--- config.mk ---
export PLATFORM = sky130hd
export DESIGN_NAME = mrr_addr_pipe
export DESIGN_NICKNAME = d
export VERILOG_FILES = /design/src/mrr_pkg.sv /design/src/mrr_addr_pipe.sv
export SDC_FILE = /design/constraint.sdc
export NUM_CORES = 1
export LEC_CHECK = 0
export ABC_AREA = 1
export BUFFER_PORTS_ARGS = -buffer_cell sky130_fd_sc_hd__clkbuf_2
export CORE_UTILIZATION = 50
export DETAILED_ROUTE_END_ITERATION = 8
export PLACE_DENSITY = 0.66
export SYNTH_ARGS = -nofsm -noshare
export SYNTH_HDL_FRONTEND = slang
export SYNTH_SLANG_ARGS = --single-unit
export TNS_END_PERCENT = 10
--- constraint.sdc ---
create_clock -name clk -period 57.9 [get_ports clk]
set_clock_uncertainty 0.15 [all_clocks]
set_input_delay 11.58 -clock clk [delete_from_list [all_inputs] [get_ports clk]]
set_output_delay 11.58 -clock clk [all_outputs]
set_load 0.005 [all_outputs]
--- src/mrr_pkg.sv ---
// shared types, constants and helpers for the matrix ring rotate unit
// no dependencies
`default_nettype none
package mrr_pkg;

  localparam int CW          = 7;   // size register width, also ring coordinate width
  localparam int LW          = CW + 2;  // ring length and ring position width
  localparam int SW          = 16;  // rotation count width
  localparam int VW          = 32;  // element width
  localparam int MOD_BITS    = 4;   // rotation count bits retired per remainder stage
  localparam int MOD_STAGES  = SW / MOD_BITS;
  localparam int MAX_DIM_DEF = 64;
  localparam int IDXW        = 2;   // register index width

  localparam logic [IDXW-1:0] REG_ROWS  = 2'd0;
  localparam logic [IDXW-1:0] REG_COLS  = 2'd1;
  localparam logic [IDXW-1:0] REG_STEPS = 2'd2;

  localparam logic CMD_WRITE = 1'b0;
  localparam logic CMD_READ  = 1'b1;

  typedef struct packed {
    logic          vld;
    logic          cmd;
    logic          oor;
    logic          ring;
    logic [CW-1:0] r;
    logic [CW-1:0] c;
    logic [CW-1:0] k;
    logic [CW-1:0] h;
    logic [CW-1:0] w;
    logic [CW-1:0] i;
    logic [CW-1:0] j;
    logic [LW-1:0] len;
    logic [LW-1:0] p;
    logic [LW-1:0] rem;
    logic [VW-1:0] value;
  } item_t;

  typedef struct packed {
    logic vld;
    logic cmd;
    logic oor;
    logic wr_ok;
  } acc_ctl_t;

  // restoring remainder over a few dividend bits, msb first
  function automatic logic [LW-1:0] mod_step(input logic [LW-1:0] rem_in,
                                             input logic [MOD_BITS-1:0] bits,
                                             input logic [LW-1:0] div);
    logic [LW:0]   t;
    logic [LW-1:0] rr;
    rr = rem_in;
    for (int b = MOD_BITS - 1; b >= 0; b--) begin
      t = {rr, bits[b]};
      if (t >= {1'b0, div}) t = t - {1'b0, div};
      rr = t[LW-1:0];
    end
    return rr;
  endfunction

endpackage
`default_nettype wire

--- src/mrr_addr_pipe.sv ---
// address remap pipeline: ring index, ring position, rotation remainder, source address
// depends on mrr_pkg
`default_nettype none
module mrr_addr_pipe #(
  parameter int MAX_DIM = mrr_pkg::MAX_DIM_DEF,
  parameter int AW      = $clog2(MAX_DIM * MAX_DIM)
) (
  input  wire logic                     clk,
  input  wire logic                     rst,
  input  wire logic                     adv,
  input  wire logic                     in_valid,
  input  wire logic                     command,
  input  wire logic [5:0]               row,
  input  wire logic [5:0]               col,
  input  wire logic [mrr_pkg::VW-1:0]   value,
  input  wire logic [mrr_pkg::CW-1:0]   nr,
  input  wire logic [mrr_pkg::CW-1:0]   nc,
  input  wire logic [mrr_pkg::SW-1:0]   steps,
  output mrr_pkg::acc_ctl_t             acc_ctl,
  output logic [AW-1:0]                 acc_addr,
  output logic [mrr_pkg::VW-1:0]        acc_data
);
  import mrr_pkg::*;

  item_t s1, s2, sq, sm8;
  item_t sm [MOD_STAGES];
  item_t n1, n2, nq, n8;
  item_t nm [MOD_STAGES];

  // stage 1: bounds and ring index
  always_comb begin
    logic [CW-1:0] dr, dc, m1, m2;
    n1       = '0;
    n1.vld   = in_valid;
    n1.cmd   = command;
    n1.r     = {1'b0, row};
    n1.c     = {1'b0, col};
    n1.value = value;
    n1.oor   = (n1.r >= nr) || (n1.c >= nc);
    dr = nr - CW'(1) - n1.r;
    dc = nc - CW'(1) - n1.c;
    m1 = (n1.r < n1.c) ? n1.r : n1.c;
    m2 = (dr < dc) ? dr : dc;
    n1.k = n1.oor ? '0 : ((m1 < m2) ? m1 : m2);
  end

  // stage 2: ring size and local coordinates
  always_comb begin
    n2      = s1;
    n2.h    = nr - {s1.k[CW-2:0], 1'b0};
    n2.w    = nc - {s1.k[CW-2:0], 1'b0};
    n2.i    = s1.r - s1.k;
    n2.j    = s1.c - s1.k;
    n2.ring = (s1.cmd == CMD_READ) && !s1.oor && (n2.h >= CW'(2)) && (n2.w >= CW'(2));
    n2.len  = n2.ring ? ((LW'(n2.w) + LW'(n2.h) - LW'(2)) << 1) : LW'(1);
  end

  // remainder stages; the first also finds the clockwise position
  always_comb begin
    logic [LW-1:0] wm, hm, il, jl;
    wm = LW'(s2.w) - LW'(1);
    hm = LW'(s2.h) - LW'(1);
    il = LW'(s2.i);
    jl = LW'(s2.j);
    nm[0] = s2;
    if (!s2.ring) nm[0].p = '0;
    else if (il == '0) nm[0].p = jl;
    else if (jl == wm) nm[0].p = wm + il;
    else if (il == hm) nm[0].p = wm + hm + (wm - jl);
    else nm[0].p = (wm << 1) + hm + (hm - il);
    nm[0].rem = mod_step('0, steps[SW-1 -: MOD_BITS], s2.len);
    for (int s = 1; s < MOD_STAGES; s++) begin
      nm[s]     = sm[s-1];
      nm[s].rem = mod_step(sm[s-1].rem, steps[SW-1-s*MOD_BITS -: MOD_BITS], sm[s-1].len);
    end
  end

  // rotated position
  always_comb begin
    logic [LW:0] q;
    nq = sm[MOD_STAGES-1];
    q  = {1'b0, nq.p} + {1'b0, nq.rem};
    if (q >= {1'b0, nq.len}) q = q - {1'b0, nq.len};
    nq.p = q[LW-1:0];
  end

  // back to source row and column
  always_comb begin
    logic [LW-1:0] wm, hm, q, ii, jj;
    n8 = sq;
    wm = LW'(sq.w) - LW'(1);
    hm = LW'(sq.h) - LW'(1);
    q  = sq.p;
    if (q < wm) begin
      ii = '0;
      jj = q;
    end else if (q < wm + hm) begin
      ii = q - wm;
      jj = wm;
    end else if (q < (wm << 1) + hm) begin
      ii = hm;
      jj = wm - (q - wm - hm);
    end else begin
      ii = hm - (q - (wm << 1) - hm);
      jj = '0;
    end
    if (sq.cmd == CMD_READ && sq.oor) begin
      n8.r = '0;
      n8.c = '0;
    end else if (sq.ring) begin
      n8.r = CW'(ii) + sq.k;
      n8.c = CW'(jj) + sq.k;
    end
  end

  always_ff @(posedge clk) begin
    if (rst) begin
      s1.vld      <= 1'b0;
      s2.vld      <= 1'b0;
      sq.vld      <= 1'b0;
      sm8.vld     <= 1'b0;
      for (int s = 0; s < MOD_STAGES; s++) sm[s].vld <= 1'b0;
      acc_ctl.vld <= 1'b0;
    end else if (adv) begin
      s1  <= n1;
      s2  <= n2;
      sq  <= nq;
      sm8 <= n8;
      for (int s = 0; s < MOD_STAGES; s++) sm[s] <= nm[s];
      acc_ctl.vld   <= sm8.vld;
      acc_ctl.cmd   <= sm8.cmd;
      acc_ctl.oor   <= sm8.oor;
      acc_ctl.wr_ok <= (32'(sm8.r) < MAX_DIM) && (32'(sm8.c) < MAX_DIM);
      acc_addr      <= AW'(32'(sm8.r) * MAX_DIM + 32'(sm8.c));
      acc_data      <= sm8.value;
    end
  end

endmodule
`default_nettype wire

## Yosys cells after proc, flatten, opt, wreduce, memory -nomap -nowiden

Memory sizes are Yosys's and may differ from the RTL's.
Index checks and enable logic that the tools add are counted.

- Bits in registers: 323
- Bits in writable memories: 448
- Input port bits: 79
- Output and inout port bits: 48
- Word-level logic and storage cells: 181
- Memories kept: 1

- Add/subtract/negate cells: 50
- Magnitude comparators: 29
- Eq/ne operators: 2
- Mux-type cells: 41
- Bitwise logic cells: 5
- Reduce and logical (&&, ||, !) cells: 9

Memories:

| name | words | bits a word | rd ports | clocked after memory_dff | wr ports | line | RTL |
|---|---|---|---|---|---|---|---|
| sm | 4 | 112 | 4 | 0 | 4 | mrr_addr_pipe.sv:26 | `item_t sm [MOD_STAGES];` |

Operators by type and width:

| cell | number |
|---|---|
| 9-bit two-way mux | 21 |
| 10-bit by 9-bit greater-or-equal comparator with 1-bit output | 16 |
| 9-bit subtractor | 16 |
| 7-bit two-way mux | 8 |
| 7-bit subtractor | 8 |
| 9-bit adder | 4 |
| 7-bit by 1-bit subtractor with 8-bit output (second input constant) | 4 |
| 8-bit by 8-bit adder with 9-bit output | 3 |
| 9-bit < comparator | 3 |
| 7-bit by 9-bit == test with 1-bit output | 2 |
| 8-bit by 8-bit subtractor with 9-bit output | 2 |
| 7-bit adder | 2 |
| 6-bit by 7-bit greater-or-equal comparator with 1-bit output | 2 |
| 7-bit by 2-bit greater-or-equal comparator with 1-bit output (second input constant) | 2 |
| 7-bit < comparator (second input constant) | 2 |
| 14-bit two-way mux | 1 |
| 6-bit by 7-bit subtractor with 7-bit output | 2 |
| 7-bit by 1-bit subtractor with 7-bit output (second input constant) | 2 |
| 7-bit by 6-bit subtractor with 7-bit output | 2 |
| 12-bit by 7-bit adder with 12-bit output | 1 |
| 9-bit by 9-bit adder with 10-bit output | 1 |
| 1-bit two-way mux | 10 |
| 1-bit by 9-bit greater-or-equal comparator with 1-bit output | 1 |
| 1-bit by 9-bit subtractor with 9-bit output | 1 |
| other kinds (13) | 20 |

## Logic depth before layout (Yosys ltp)

Gate-level depths: netlist of the first run.

- Depth after elaboration: 9
- Depth in mapped cells: 48
- Mapped depth without buffers: 47

## Worst setup path after synthesis of the first run

No wires, ideal clock.

- Path type: input port to flip-flop
- From: in adv
- To: reg acc_ctl[3] (netlist name)
- Library setup time: 197 ps
- Data arrival time: 45830 ps
- Required time: 57553 ps
- Slack: 11723 ps
- Cell stages on the path: 4
- Path buffers: 0
- Cell sequence: inv_1 > nor2_1 > inv_1 > o22ai_1

RTL lines:

| item | line | RTL |
|---|---|---|
| start: declaration | mrr_addr_pipe.sv:10 | `input wire logic adv,` |
| end: declaration | mrr_addr_pipe.sv:19 | `output mrr_pkg::acc_ctl_t acc_ctl,` |

==> results of run 1 <==
## kinds of logic after synthesis
family	after synthesis
AOI/OAI and AO/OA	400
xor gates and xnor gates	193
adders and majority gates	378
buffers and inverters	615
DFF	705
other	1
and+or+nand+nor	1353
## critical path, delay by kind of cell
family | cells | cell delay (ns)
AO/OA/AOI/OAI | 6 | 1.33
adder cells (fa/ha/maj) | 5 | 1.81
AND/OR/NAND/NOR | 24 | 2.82
buffers and inverters | 7 | 0.57
## worst paths after layout
path             start        end  slack [ns]
max           steps[3]  sm[3][38]       40.06
min          sm[1][79]  sm[2][79]        0.23
max reg2reg  sm[2][51]  sm[3][38]       50.35
min reg2reg  sm[1][79]  sm[2][79]        0.23
## cells in the final DEF (no fill, tap or decap), types with 10 or more instances in the layout
master,instances
fa_1,56
clkbuf_16,72
clkbuf_2,126
edfxtp_1,700
o21ai_0,98
a21oi_1,196
bufinv_16,11
inv_1,587
nand2_1,752
ha_1,322
o211ai_1,13
nand3_2,10
or2_2,14
clkinv_1,16
inv_2,10
nand3_4,12
clkbuf_1,10
nand3_1,251
a31oi_1,14
nand2_2,22
o21bai_1,19
nand4_1,58
xor2_1,129
nor3_1,21
o21a_1,12
xnor2_1,63
nor2_1,166
a21oi_4,12
## metal layers
metal / track usage / vias to the layer above
li1: - / 12739
met1: 0.254 / 11423
met2: 0.298 / 483
met3: 0.0278 / 140
met4: 0.0579 / 0
met5: 0 / -
## stage by stage
stage	utilization	hold slack, ns	cells	instance area, um^2	setup WS (ns)
final	0.566	0.233	4917	43200	40.06
after global routing	0.566	0.226	4917	43200	39.52
after CTS	0.566	0.227	4917	43200	40.10
after detailed placement	0.534	0.255	4790	40700	39.45
after global placement	0.534	0.250	4790	40700	39.49
after floorplan	-	0.250	3645	38800	11.72
## state kept, by name, indices dropped and copies added, names as in the netlist
signal / flops
sm: 384
acc_addr: 12
n8: 66
n2: 54
acc_data: 32
sm8: 49
nm: 92
acc_ctl: 4
sq: 12
## area by class of cell
cell class / count / area [um^2]
Inverter: 598 / 2250
Fill cell: 6479 / 33100
Sequential cell: 705 / 21100
Clock inverter: 45 / 638
Tap cell: 1030 / 1290
Timing Repair Buffer: 132 / 701
Multi-Input combinational cell: 2325 / 15400
Clock buffer: 82 / 1840
==> impl_metrics.yaml, run 1 <==
place:
  dpl.hpwl_mm: 54.6
  gp_congestion: 0.908
  port_buffers: 126
setup_path:
  critical_path.most_common_cell: "nand2_1"
  endpoint_kind: "flip-flop"
  slowest_stage: "fa_1"
  worst-path-max-fanout: 10
  reg2regPathDepth: 41
  crit_type: "in2reg"
  worstPathArrival_ns: 18.16
  slowest_delay_ns: 0.45
  startpoint_type: "input port"
  required_ns: 58.22
logic_synthesis:
  yosysSeqAreaShare: 0.544
  synthSimpleGateAreaFrac: 0.159
  synthXorXnorAreaFrac: 0.0439
  ys.flop_type: "edfxtp_1"
  synth-edff-count: 700
  synth-adder-area-share: 0.133
  synth_common_cells: "nand2_1, edfxtp_1, inv_1"
  synth_cells: 3645
  ys_types: 56
  synth_nets: 4102
  synth_most_common_cell: "nand2_1"
  synth_area_per_cell_um2: 10.7
  syn_area_mm2: 0.0388
  ys_ff_latch: 705
  synth-async-reset-ratio: 0
  synth_warnings: 0
  synth_top_area_share: 0.541
  synthTopCellsByArea: "edfxtp_1, ha_1, nand2_1, inv_1, nand3_1"
  synth_compound_area_frac: 0.0606
  synth_top_family_by_area: "simple AND/OR/NAND/NOR gates"
  yosysTopAreaCell: "edfxtp_1"
  synth_mux_area_frac: 0
cts:
  clk_latency_ns: 0.61
  cts_setup_buffers: 0
  htree_levels: 3
  cts_buffers: 72
  clockBufferDepth: 3
  root_buffer: "clkbuf_16"
  cts.clk_slew.worst_paths_ns: 0.06
  post_cts_resized: 0
  cts_tree: "yes"
  cts_hold_buf: 0
  clock-sinks: 705
min_path:
  hold_path_class: "reg2reg"
  whs_path_depth: 0
sta:
  period_share: 0.308
  hold_violations: 0
  setup_tns_ns: 0
  setup_violations: 0
  finalCriticalPeriod_ns: 17.84
  fmax_ghz: 0.0560
  slew_viol_final: 0
  grt_setup_unrepaired: "no"
  relSlewSlack: 0.312
  worst_slew_pin_slew_ns: 1.03
drt:
  highest_layer: "met4"
  drt_drc_violations_left: 0
  via_per_inst: 5.04
  route.met2.wl_mm: 33.3
  wl_per_cell_um: 14.7
  drt_iter0_drc: 1587
  postRouteAntennaNets: 0
  drtPass1Iterations: 7
  vias: 24785
  drt-met1-wl_mm: 33.8
  wl_mm: 72.3
  wl_met3_mm: 3.13
floorplanning:
  io_pins: 127
  design.die.area_mm2: 0.0788
  die_w_um: 281
  start_util: 0.509
  coreArea_mm2: 0.0763
  die_h_um: 281
  num_rows: 101
outcome:
  status: "finished clean"
global_route:
  grt_pass1_wl_mm: 115
  grt_pass1_vias: 23070
  antenna_found_initial: 0
  grt_use_total: 0.184
  grt_start_max_net_pins: 187
  grt.overflow.total: 0
finish:
  area_growth_pct: 11.3
  layout-drive-gt1-share: 0.0903
  n_antenna_cell: 0
  fin_nets: 4291
run:
  cap_violations: 0
Power of run 1 is left out: the tool's default activity adds up to more than one toggle a clock period on the data nets, which glitch-free logic cannot reach.
==> inputs of run 2 (changes only) <==
--- a/config.mk
+++ b/config.mk
@@ -5,7 +5,7 @@
 export SDC_FILE = /design/constraint.sdc
 export NUM_CORES = 1
 export LEC_CHECK = 0
-export ABC_AREA = 1
+export ABC_AREA = 0
 export BUFFER_PORTS_ARGS = -buffer_cell sky130_fd_sc_hd__clkbuf_2
 export CORE_UTILIZATION = 50
 export DETAILED_ROUTE_END_ITERATION = 8
==> constraint.sdc (replaced) <==
create_clock -name clk -period 17.2 [get_ports clk]
set_clock_uncertainty 0.15 [all_clocks]
set_input_delay 3.44 -clock clk [delete_from_list [all_inputs] [get_ports clk]]
set_output_delay 3.44 -clock clk [all_outputs]
set_load 0.005 [all_outputs]
==> impl_metrics.yaml, run 2 <==
sta:
  finalCriticalPeriod_ns: 12.88
  period_share: 0.749
  relSlewSlack: 0.102
  fmax_ghz: 0.0776
  setup_violations: 0
  slew_viol_final: 0
  setup_tns_ns: 0
  hold_violations: 0
  grt_setup_unrepaired: "no"
  worst_slew_pin_slew_ns: 1.35
global_route:
  grt_start_max_net_pins: 234
  grt_pass1_vias: 21654
  grt_pass1_wl_mm: 110
  grt_use_total: 0.183
  grt.overflow.total: 0
  antenna_found_initial: 1
logic_synthesis:
  synth_top_area_share: 0.569
  yosysTopAreaCell: "edfxtp_1"
  synth_common_cells: "edfxtp_1, ha_1, inv_1"
  synth_warnings: 0
  yosysSeqAreaShare: 0.571
  synthTopCellsByArea: "edfxtp_1, ha_1, xnor2_1, fa_1, inv_1"
  synth_cells: 2776
  synth-edff-count: 700
  syn_area_mm2: 0.0370
  synth_nets: 3233
  ys_types: 78
  ys.flop_type: "edfxtp_1"
  synth_area_per_cell_um2: 13.3
  synth-async-reset-ratio: 0
  ys_ff_latch: 705
  synth_most_common_cell: "edfxtp_1"
setup_path:
  rrSetupSlack_ns: 6.66
  slowest_delay_ns: 0.92
  crit_type: "in2reg"
  required_ns: 17.39
  endpoint_kind: "flip-flop"
  r2r_end: "sm[2][33]"
  crit_buf_inv: 3
  reg2regPathDepth: 30
  worstPathArrival_ns: 13.08
  startpoint_type: "input port"
  crit_family: "compound AO/OA/AOI/OAI gates"
  worst-path-max-fanout: 15
  critical_path.most_common_cell: "o21ai_0"
  worstReg2RegStart: "sm[1][51]"
  slowest_stage: "a31oi_1"
cts:
  root_buffer: "clkbuf_16"
  clockBufferDepth: 3
  post_cts_resized: 0
  cts_buffers: 73
  cts.clk_slew.worst_paths_ns: 0.06
  clk_latency_ns: 0.60
  clock-sinks: 705
  cts_hold_buf: 0
  htree_levels: 3
  cts_tree: "yes"
  cts_setup_buffers: 0
finish:
  fin_util: 0.561
  area_growth_pct: 10.9
  fill_cells: 5950
  most-common-layout-cells: "edfxtp_1, ha_1, inv_1, a21oi_1, nor2_1"
  largest_reg_flops: 384
  fin_nets: 3412
  final_cells: 3969
  layout-drive-gt1-share: 0.112
  regMostFlops: "sm"
  layout_commonest_cell: "edfxtp_1"
  seqCellArea_mm2: 0.0211
  multi_input_area_mm2: 0.0146
floorplanning:
  die_h_um: 274
  num_rows: 99
  start_util: 0.506
  die_w_um: 274
  coreArea_mm2: 0.0731
  io_pins: 127
  design.die.area_mm2: 0.0750
min_path:
  hp-start: "sm[0][102]"
  hold_path_class: "reg2reg"
  hold_end: "sm[1][102]"
  whs_path_depth: 0
place:
  dpl.hpwl_mm: 51.0
  gp_congestion: 0.911
  port_buffers: 126
  dp_cells: 3839
outcome:
  status: "finished, violations left"
  violations: "DRC"
drt:
  postRouteAntennaNets: 0
  via_per_inst: 5.39
  wl_mm: 68.2
  drt_drc_violations_left: 4
  vias: 21401
  drtPass1Iterations: 7
  wl_per_cell_um: 17.2
  drt_iter0_drc: 1375
run:
  cap_violations: 0
run 2: cell count changes after synthesis, moves of 32 or more:
cell,delta
nand4_1,-32
a21o_1,+79
xnor2_1,+66
nand2_1,-663
xor2_1,-45
inv_1,-296
mux2i_1,+64
nor2b_1,+35
nand2b_1,+35
nand3_1,-237
mux2_2,+84
a21oi_1,-37
run 2: worst register-to-register path: cells and delay by family (launching register included):
family,cells,cell delay [ns]
multiplexers,4,1.38
AO/OA/AOI/OAI,19,5.37
adder cells (fa/ha/maj),4,1.64
AND/OR/NAND/NOR,2,0.99
buffers and inverters,1,0.27
flip-flops,1,0.48
run 2: cells by family after synthesis:
kind of cell | Yosys count | share of synthesized area
muxes | 153 | 0.0453
xor gates and xnor gates | 219 | 0.0541
buffers and inverters | 319 | 0.0338
adders and majority gates | 378 | 0.139
DFF | 705 | 0.571
AOI/OAI and AO/OA | 534 | 0.0946
and+or+nand+nor | 467 | 0.0615
other | 1 | 0.000101
run 2: cell type report:
cell class	instances	share of cell area
Multi-Input combinational cell	1752	0.356
Inverter	291	0.0266
Clock buffer	84	0.0456
Timing Repair Buffer	132	0.0174
Tap cell	959	0.0293
Antenna cell	1	0.0000610
Clock inverter	45	0.00979
Sequential cell	705	0.515
run 2: worst max-delay path by stage:
stage | startpoint | endpoint | cells past startpoint
floorplan | adv | sm[0][111] | 3
global placement | steps[7] | sm[2][38] | 33
detailed placement | steps[7] | sm[2][35] | 33
CTS | steps[7] | sm[2][35] | 33
global route | steps[7] | sm[2][37] | 33
finish | steps[7] | sm[2][33] | 33
run 2: through the flow:
stage                     setup slack [ns]  hold slack [ns]  instance area, um^2
after floorplan                       2.24            0.250                37000
after global placement                3.97            0.250                38700
after detailed placement              3.85            0.255                38700
after CTS                             4.41            0.245                41000
after global routing                  3.55            0.250                41000
final                                 4.32            0.250                41000
run 2: layer usage:
layer	global-route usage	share of wire	up-vias
li1	-	-	10591
met1	0.247	0.46	10311
met2	0.302	0.48	381
met3	0.0229	0.034	118
met4	0.0705	0.026	0
met5	0	0	-
Power of run 2 is left out for the same reason.
